==> config.mk <==
export PLATFORM = sky130hd
export DESIGN_NAME = key_event_detector
export DESIGN_NICKNAME = d
export VERILOG_FILES = /design/src/kev_pkg.sv /design/src/kev_lane.sv /design/src/kev_merge.sv /design/src/key_event_detector.sv
export SDC_FILE = /design/constraint.sdc
export NUM_CORES = 2
export LEC_CHECK = 0
export CAP_MARGIN = 20
export CORE_ASPECT_RATIO = 1.75
export CORE_MARGIN = 8
export CORE_UTILIZATION = 50
export CTS_CLUSTER_SIZE = 30
export DETAILED_ROUTE_END_ITERATION = 6
export DONT_BUFFER_PORTS = 1
export PLACE_DENSITY_LB_ADDON = 0.12
export REMOVE_ABC_BUFFERS = 1
export SLEW_MARGIN = 0
export SYNTH_ARGS = -nofsm -noshare
export SYNTH_HDL_FRONTEND = slang
export SYNTH_HIERARCHICAL = 1
export SYNTH_SLANG_ARGS = --single-unit
==> constraint.sdc <==
create_clock -name aclk -period 5.1 [get_ports aclk]
set_clock_uncertainty 0.05 [all_clocks]
set_input_delay 1.275 -clock aclk [delete_from_list [all_inputs] [get_ports aclk]]
set_output_delay 1.275 -clock aclk [all_outputs]
set_load 0.01 [all_outputs]
==> src/kev_pkg.sv <==
package kev_pkg;

    localparam int KEY_LEVEL_W = 12;
    localparam int KEY_INDEX_W = 4;
    localparam int FLAG_W      = 7;
    localparam int TIMER_W     = 16;
    localparam int DIV_W       = 8;
    localparam int OP_W        = 2;
    localparam int CFG_INDEX_W = 2;
    localparam int CFG_DATA_W  = 16;
    localparam int S_DATA_W    = 24;
    localparam int M_DATA_W    = 8;

    // item kinds carried on tuser
    localparam logic [OP_W-1:0] OP_TICK  = 2'd0;
    localparam logic [OP_W-1:0] OP_CHECK = 2'd1;
    localparam logic [OP_W-1:0] OP_CLEAR = 2'd2;

    // configuration register indexes
    localparam logic [CFG_INDEX_W-1:0] REG_LONG_PRESS   = 2'd0;
    localparam logic [CFG_INDEX_W-1:0] REG_REPEAT       = 2'd1;
    localparam logic [CFG_INDEX_W-1:0] REG_DOUBLE_WIN   = 2'd2;
    localparam logic [CFG_INDEX_W-1:0] REG_SAMPLE_DIV   = 2'd3;

    localparam logic [TIMER_W-1:0] LONG_PRESS_RESET = 16'd1000;
    localparam logic [TIMER_W-1:0] REPEAT_RESET     = 16'd100;
    localparam logic [TIMER_W-1:0] DOUBLE_WIN_RESET = 16'd0;
    localparam logic [DIV_W-1:0]   SAMPLE_DIV_RESET = 8'd20;

    // flag bit positions
    localparam int F_DOWN   = 0;
    localparam int F_UP     = 1;
    localparam int F_SINGLE = 2;
    localparam int F_DOUBLE = 3;
    localparam int F_LONG   = 4;
    localparam int F_REPEAT = 5;
    localparam int F_HOLD   = 6;

    localparam logic [FLAG_W-1:0] MASK_HOLD_ONLY = 7'b100_0000;

    typedef enum logic [2:0] {
        PH_IDLE      = 3'd0,
        PH_PRESSED   = 3'd1,
        PH_DBL_WAIT  = 3'd2,
        PH_AFTER_DBL = 3'd3,
        PH_REPEAT    = 3'd4
    } kev_phase_t;

    typedef struct packed {
        logic [TIMER_W-1:0] long_ticks;
        logic [TIMER_W-1:0] repeat_ticks;
        logic [TIMER_W-1:0] dbl_ticks;
    } kev_cfg_t;

    typedef struct packed {
        logic              tick;
        logic              sample;
        logic              clear_all;
        logic [FLAG_W-1:0] clr_mask;
    } kev_ctrl_t;

endpackage

==> src/kev_lane.sv <==
module kev_lane (
    input  logic                          aclk,
    input  logic                          aresetn,
    input  kev_pkg::kev_ctrl_t            ctrl,
    input  kev_pkg::kev_cfg_t             cfg,
    input  logic                          level,
    input  logic                          clr_sel,
    output logic [kev_pkg::FLAG_W-1:0]    flags
);
    import kev_pkg::*;

    kev_phase_t         phase_reg, phase_next;
    logic [TIMER_W-1:0] timer_reg, timer_next, timer_dec;
    logic [FLAG_W-1:0]  flags_reg, flags_next;
    logic               level_reg, level_next;
    logic               do_sample;

    assign do_sample = ctrl.tick && ctrl.sample;
    assign timer_dec = (timer_reg != '0) ? timer_reg - 1'b1 : timer_reg;
    assign flags     = flags_reg;

    // phase transitions
    always_comb begin
        phase_next = phase_reg;
        if (ctrl.clear_all) begin
            phase_next = PH_IDLE;
        end else if (do_sample) begin
            unique case (phase_reg)
                PH_PRESSED: begin
                    if (!level) phase_next = PH_DBL_WAIT;
                    else if (timer_dec == '0) phase_next = PH_REPEAT;
                end
                PH_DBL_WAIT: begin
                    if (level) phase_next = PH_AFTER_DBL;
                    else if (timer_dec == '0) phase_next = PH_IDLE;
                end
                PH_AFTER_DBL: begin
                    if (!level) phase_next = PH_IDLE;
                end
                PH_REPEAT: begin
                    if (!level) phase_next = PH_IDLE;
                end
                default: begin
                    phase_next = level ? PH_PRESSED : PH_IDLE;
                end
            endcase
        end
    end

    // timer, level and flag updates
    always_comb begin
        timer_next = timer_reg;
        flags_next = flags_reg;
        level_next = level_reg;
        if (ctrl.clear_all) begin
            timer_next = '0;
            flags_next = '0;
            level_next = 1'b0;
        end else begin
            if (clr_sel) flags_next = flags_reg & ~ctrl.clr_mask;
            if (ctrl.tick) timer_next = timer_dec;
            if (do_sample) begin
                level_next         = level;
                flags_next[F_HOLD] = level;
                if (level && !level_reg) flags_next[F_DOWN] = 1'b1;
                if (!level && level_reg) flags_next[F_UP] = 1'b1;
                unique case (phase_reg)
                    PH_PRESSED: begin
                        if (!level) begin
                            timer_next = cfg.dbl_ticks;
                        end else if (timer_dec == '0) begin
                            timer_next         = cfg.repeat_ticks;
                            flags_next[F_LONG] = 1'b1;
                        end
                    end
                    PH_DBL_WAIT: begin
                        if (level) flags_next[F_DOUBLE] = 1'b1;
                        else if (timer_dec == '0) flags_next[F_SINGLE] = 1'b1;
                    end
                    PH_AFTER_DBL: begin
                    end
                    PH_REPEAT: begin
                        if (level && timer_dec == '0) begin
                            timer_next           = cfg.repeat_ticks;
                            flags_next[F_REPEAT] = 1'b1;
                        end
                    end
                    default: begin
                        if (level) timer_next = cfg.long_ticks;
                    end
                endcase
            end
        end
    end

    always_ff @(posedge aclk) begin
        if (!aresetn) begin
            phase_reg <= PH_IDLE;
            timer_reg <= '0;
            flags_reg <= '0;
            level_reg <= 1'b0;
        end else begin
            phase_reg <= phase_next;
            timer_reg <= timer_next;
            flags_reg <= flags_next;
            level_reg <= level_next;
        end
    end

endmodule

==> src/kev_merge.sv <==
module kev_merge #(
    parameter int NUM_KEYS = 12
) (
    input  logic                                        aclk,
    input  logic                                        aresetn,
    input  logic                                        accept,
    input  logic [kev_pkg::OP_W-1:0]                    op,
    input  logic [kev_pkg::KEY_INDEX_W-1:0]             key_index,
    input  logic [kev_pkg::FLAG_W-1:0]                  event_mask,
    input  logic [NUM_KEYS-1:0][kev_pkg::FLAG_W-1:0]    lane_flags,
    input  logic                                        out_ready,
    output logic [NUM_KEYS-1:0]                         clr_vec,
    output logic                                        out_valid,
    output logic [kev_pkg::M_DATA_W-1:0]                out_data
);
    import kev_pkg::*;

    logic [FLAG_W-1:0]   sel_flags;
    logic [NUM_KEYS-1:0] sel_vec;
    logic                is_check, hit, do_clr;
    logic                valid_reg, valid_next;
    logic [M_DATA_W-1:0] data_reg, data_next;

    always_comb begin
        sel_flags = '0;
        for (int k = 0; k < NUM_KEYS; k++) begin
            sel_vec[k] = (32'(key_index) == k);
            if (sel_vec[k]) sel_flags = sel_flags | lane_flags[k];
        end
    end

    // an index past the last key matches no lane and reads as zero
    assign is_check = accept && (op == OP_CHECK);
    assign hit      = is_check && ((sel_flags & event_mask) != '0);
    assign do_clr   = hit && (event_mask != MASK_HOLD_ONLY);
    assign clr_vec  = do_clr ? sel_vec : '0;

    always_comb begin
        valid_next = valid_reg;
        data_next  = data_reg;
        if (accept) begin
            valid_next = 1'b1;
            data_next  = is_check ? {sel_flags, hit} : '0;
        end else if (out_ready) begin
            valid_next = 1'b0;
        end
    end

    always_ff @(posedge aclk) begin
        if (!aresetn) valid_reg <= 1'b0;
        else          valid_reg <= valid_next;
    end

    always_ff @(posedge aclk) begin
        data_reg <= data_next;
    end

    assign out_valid = valid_reg;
    assign out_data  = data_reg;

endmodule

==> src/key_event_detector.sv <==
// a result is registered and appears in the cycle after its input transfer
// throughput: one item per cycle while the output is not stalled, all key lanes update in the same cycle
// an output register holds the result; a new item is taken while it is being drained
// reset (aresetn low, synchronous) clears all key state, the prescaler and the
// configuration registers to their defaults; clear items leave the registers alone
module key_event_detector #(
    parameter int NUM_KEYS = 12
) (
    input  logic                               aclk,
    input  logic                               aresetn,
    input  logic                               s_tvalid,
    output logic                               s_tready,
    // key_levels [11:0], key_index [15:12], event_mask [22:16], zero [23]
    input  logic [kev_pkg::S_DATA_W-1:0]       s_tdata,
    // op [1:0]
    input  logic [kev_pkg::OP_W-1:0]           s_tuser,
    output logic                               m_tvalid,
    input  logic                               m_tready,
    // hit [0], flags_seen [7:1]
    output logic [kev_pkg::M_DATA_W-1:0]       m_tdata,
    input  logic                               cfg_valid,
    output logic                               cfg_ready,
    input  logic [kev_pkg::CFG_INDEX_W-1:0]    cfg_index,
    input  logic [kev_pkg::CFG_DATA_W-1:0]     cfg_data
);
    import kev_pkg::*;

    logic [TIMER_W-1:0] long_reg, repeat_reg, dbl_reg;
    logic [DIV_W-1:0]   div_reg, presc_reg, presc_next, presc_inc;
    kev_cfg_t           cfg;
    kev_ctrl_t          ctrl;
    logic               accept;
    logic [KEY_LEVEL_W-1:0] key_levels;
    logic [KEY_INDEX_W-1:0] key_index;
    logic [FLAG_W-1:0]      event_mask;
    logic [NUM_KEYS-1:0][FLAG_W-1:0] lane_flags;
    logic [NUM_KEYS-1:0]    clr_vec;

    assign key_levels = s_tdata[KEY_LEVEL_W-1:0];
    assign key_index  = s_tdata[KEY_LEVEL_W +: KEY_INDEX_W];
    assign event_mask = s_tdata[KEY_LEVEL_W+KEY_INDEX_W +: FLAG_W];

    assign s_tready  = !m_tvalid || m_tready;
    assign accept    = s_tvalid && s_tready;
    assign cfg_ready = 1'b1;

    always_ff @(posedge aclk) begin
        if (!aresetn) begin
            long_reg   <= LONG_PRESS_RESET;
            repeat_reg <= REPEAT_RESET;
            dbl_reg    <= DOUBLE_WIN_RESET;
            div_reg    <= SAMPLE_DIV_RESET;
        end else if (cfg_valid) begin
            unique case (cfg_index)
                REG_LONG_PRESS: long_reg   <= cfg_data;
                REG_REPEAT:     repeat_reg <= cfg_data;
                REG_DOUBLE_WIN: dbl_reg    <= cfg_data;
                REG_SAMPLE_DIV: div_reg    <= cfg_data[DIV_W-1:0];
                default: ;
            endcase
        end
    end

    assign cfg.long_ticks   = long_reg;
    assign cfg.repeat_ticks = repeat_reg;
    assign cfg.dbl_ticks    = dbl_reg;

    // sample when the wrapped prescaler count reaches or exceeds the divider
    assign presc_inc = presc_reg + 1'b1;

    always_comb begin
        ctrl.tick      = accept && (s_tuser == OP_TICK);
        ctrl.clear_all = accept && (s_tuser == OP_CLEAR);
        ctrl.sample    = (presc_inc >= div_reg);
        ctrl.clr_mask  = event_mask;
        presc_next     = presc_reg;
        if (ctrl.clear_all) presc_next = '0;
        else if (ctrl.tick) presc_next = ctrl.sample ? '0 : presc_inc;
    end

    always_ff @(posedge aclk) begin
        if (!aresetn) presc_reg <= '0;
        else          presc_reg <= presc_next;
    end

    for (genvar k = 0; k < NUM_KEYS; k++) begin : g_lane
        logic lvl;
        if (k < KEY_LEVEL_W) begin : g_in
            assign lvl = key_levels[k];
        end else begin : g_none
            assign lvl = 1'b0;
        end
        kev_lane u_lane (
            .aclk    (aclk),
            .aresetn (aresetn),
            .ctrl    (ctrl),
            .cfg     (cfg),
            .level   (lvl),
            .clr_sel (clr_vec[k]),
            .flags   (lane_flags[k])
        );
    end

    kev_merge #(
        .NUM_KEYS (NUM_KEYS)
    ) u_merge (
        .aclk       (aclk),
        .aresetn    (aresetn),
        .accept     (accept),
        .op         (s_tuser),
        .key_index  (key_index),
        .event_mask (event_mask),
        .lane_flags (lane_flags),
        .out_ready  (m_tready),
        .clr_vec    (clr_vec),
        .out_valid  (m_tvalid),
        .out_data   (m_tdata)
    );

endmodule

==> impl_metrics.toml <==
[grt]
grt_max_degree = 85
grt_pass1_vias = 32100
overflow = 0
antenna_found_initial = 3
grt.total_usage = 0.334
grt_pass1_wl_mm = 192

[worst_setup_path]
cp.arrival_ps = 4580
critPathKind = "register to register"
r2r-end = "g_lane[6].u_lane/timer_reg[2]"
reg2reg_depth = 14
worstSetupStartpointType = "register"
end_kind = "register"
critPathMaxFanout = 27
ff2ff_setup_slack_ps = 930
required_ps = 5510
r2r-start = "presc_reg[2]"

[drt]
first_pass_iters = 6
ant_nets = 0
via_count = 34200
drc = 0
drt_wl_total_mm = 128
via_per_inst = 6.83
drt_iter0_drc = 4060
wl_per_cell_um = 25.5

[die]
fp-row-count = 123
initial_utilization = 0.501
die_h_um = 351
die-area_sq_mm = 0.0727
io_pins = 60
dieWidth_um = 207
design.core.area_sq_mm = 0.0639

[cts]
numClockSinks = 397
cts-root-buf = "clkbuf_16"
numCtsBuffers = 41
ctsHtreeMaxLevel = 2
cts.repair.resized = 0
clock_path_buffers = 3
tritoncts = "built"
cts.hold.buffers_added = 0
clk_pin_slew_ps = 70
clock_latency_ps = 560
cts_setup_buffers = 0

[power_and_ir_drop]
vdd_ir_drop_max_mv = 0.927
p_per_area_mw_per_mm2 = 743
power_leakage_uw = 0.0124

[placed_design]
gp_congestion = 1.04
dp_hpwl_mm = 89.0
numPortBuffers = 0
placed_cells = 4916
post-place-ws_ps = 729

[finish]
utilization = 0.532
fin_nets = 4242
mostFrequentLayoutCells = "531 x nand2_1, 428 x a21oi_1, 421 x nor2_1"
final_cells = 5005
layout-drive-gt1-share = 0.0828
largest_reg_flops = 192
syn_to_final_growth_pct = 6.09
final_common_cell = "nand2_1"

[timing]
rsz0062_at_grt = "no"
min_period_ps = 4170
fin_ws_ps = 928
worst_pin_slew_ps = 1310
max-slew-margin-rel = 0.127
finalCritPeriodShare = 0.818
timing.hold.ws_ps = 412
clock.fmax_mhz = 240
setup_violations = 0
drv_slew = 0
final-hold-violation-count = 0

[hold_path]
whs_path_depth = 2
min_path_type = "register to register"
hp-start = "g_lane[11].u_lane/flags[5]"
whs_endpoint = "g_lane[11].u_lane/flags[5]"

[synthesis]
ys_seq_area_frac = 0.251
ys_types = 85
async_reset_ff_frac = 0
synth_seq_cells = 397
synth_edf_count = 8
syn_inst = 4346
synth_area_sq_mm = 0.0320
synth_warnings = 6
dominantRegCellSynth = "dfxtp_1"
syn_area_per_cell_sq_um = 7.37

[run_status]
status = "completed"

[run]
maxCapViolations = 0
[synth_stat cells, drive strengths merged (52+ instances only)]
| master | count | area, sq um |
|---|---|---|
| or4 | 56 | 495 |
| nor4 | 68 | 791 |
| nand4 | 59 | 369 |
| inv | 85 | 319 |
| or3 | 52 | 365 |
| o21ai | 145 | 726 |
| nand2 | 531 | 1990 |
| nor2b | 87 | 559 |
| nand3 | 140 | 701 |
| nor3 | 154 | 771 |
| xnor2 | 123 | 1080 |
| xor2 | 55 | 482 |
| a221o | 160 | 1600 |
| dfxtp | 389 | 7790 |
| nand2b | 54 | 338 |
| buf | 129 | 803 |
| o21a | 105 | 788 |
| clkbuf | 222 | 835 |
| nor2 | 435 | 1660 |
| a31oi | 55 | 344 |
| a21oi | 438 | 2230 |
| nor3b | 64 | 505 |
[stage by stage]
stage	total power [uW]	setup TNS [ps]	area [sq um]
finish	25200	0	34000
global route	27000	0	34000
CTS	24900	0	33800
detailed placement	21500	0	32300
global placement	21500	0	32200
floorplan	17600	-1138320	30400
[metal layers]
metal	wire length [um]	track usage	share of wire
met1	46600	0.371	0.36
met2	59300	0.564	0.46
met3	12400	0.0841	0.097
met4	9330	0.219	0.073
met5	25	0	0.00020
[kinds of logic (layout without fill, tap and decap cells)]
| group | after synthesis | in the layout | share of synthesized area |
|---|---|---|---|
| simple gates | 1848 | 1848 | 0.303 |
| flops | 397 | 397 | 0.251 |
| buf+inv | 436 | 282 | 0.0611 |
| other cells | 1 | 2 | 0.000117 |
| compound gates | 1432 | 1432 | 0.316 |
| mux | 21 | 21 | 0.00661 |
| fa+ha+maj | 33 | 33 | 0.0129 |
| xor+xnor | 178 | 178 | 0.0487 |
[worst max-delay path by stage]
| stage | start | end | slack [ps] | cells past startpoint |
|---|---|---|---|---|
| 2_1_floorplan | m_tready | g_lane[0].u_lane/timer_reg[8] | -4030 | 8 |
| 3_3_place_gp | m_tready | g_lane[1].u_lane/timer_reg[15] | 710 | 11 |
| 3_5_place_dp | m_tready | g_lane[1].u_lane/timer_reg[15] | 730 | 11 |
| 4_1_cts | presc_reg[2] | g_lane[1].u_lane/timer_reg[15] | 1020 | 14 |
| 5_1_grt | presc_reg[2] | g_lane[6].u_lane/timer_reg[2] | 670 | 14 |
| 6_report | presc_reg[2] | g_lane[6].u_lane/timer_reg[2] | 930 | 14 |
[final cells by class]
class,count,area [sq um]
multi-input combinational,3513,22100
timing repair buffer,122,1070
fill,6303,29900
clock inverter,20,300
sequential,397,8030
antenna,1,2.50
tap,812,1020
inverter,85,319
clock buffer,55,1170
[power by group]
part           internal (uW)  switching, uW  leakage (uW)  total (uW)
Clock                   1980           1420      0.000723        3410
Combinational           6690          10100       0.00845       16700
Sequential              3710           1350       0.00323        5070
[worst max-delay path, cell delays in order (launching register included)]
cell	delay, ps
dfxtp_1	480
nand3_1	230
nor2_1	180
xor2_1	240
ha_1	190
nand2_1	60
a311o_1	330
and2_2	210
inv_2	460
nand2_1	350
buf_4	330
a221o_1	290
a21oi_1	370
a21oi_1	80
o21a_1	190
No activity file was read; power rests on OpenSTA's default activity.
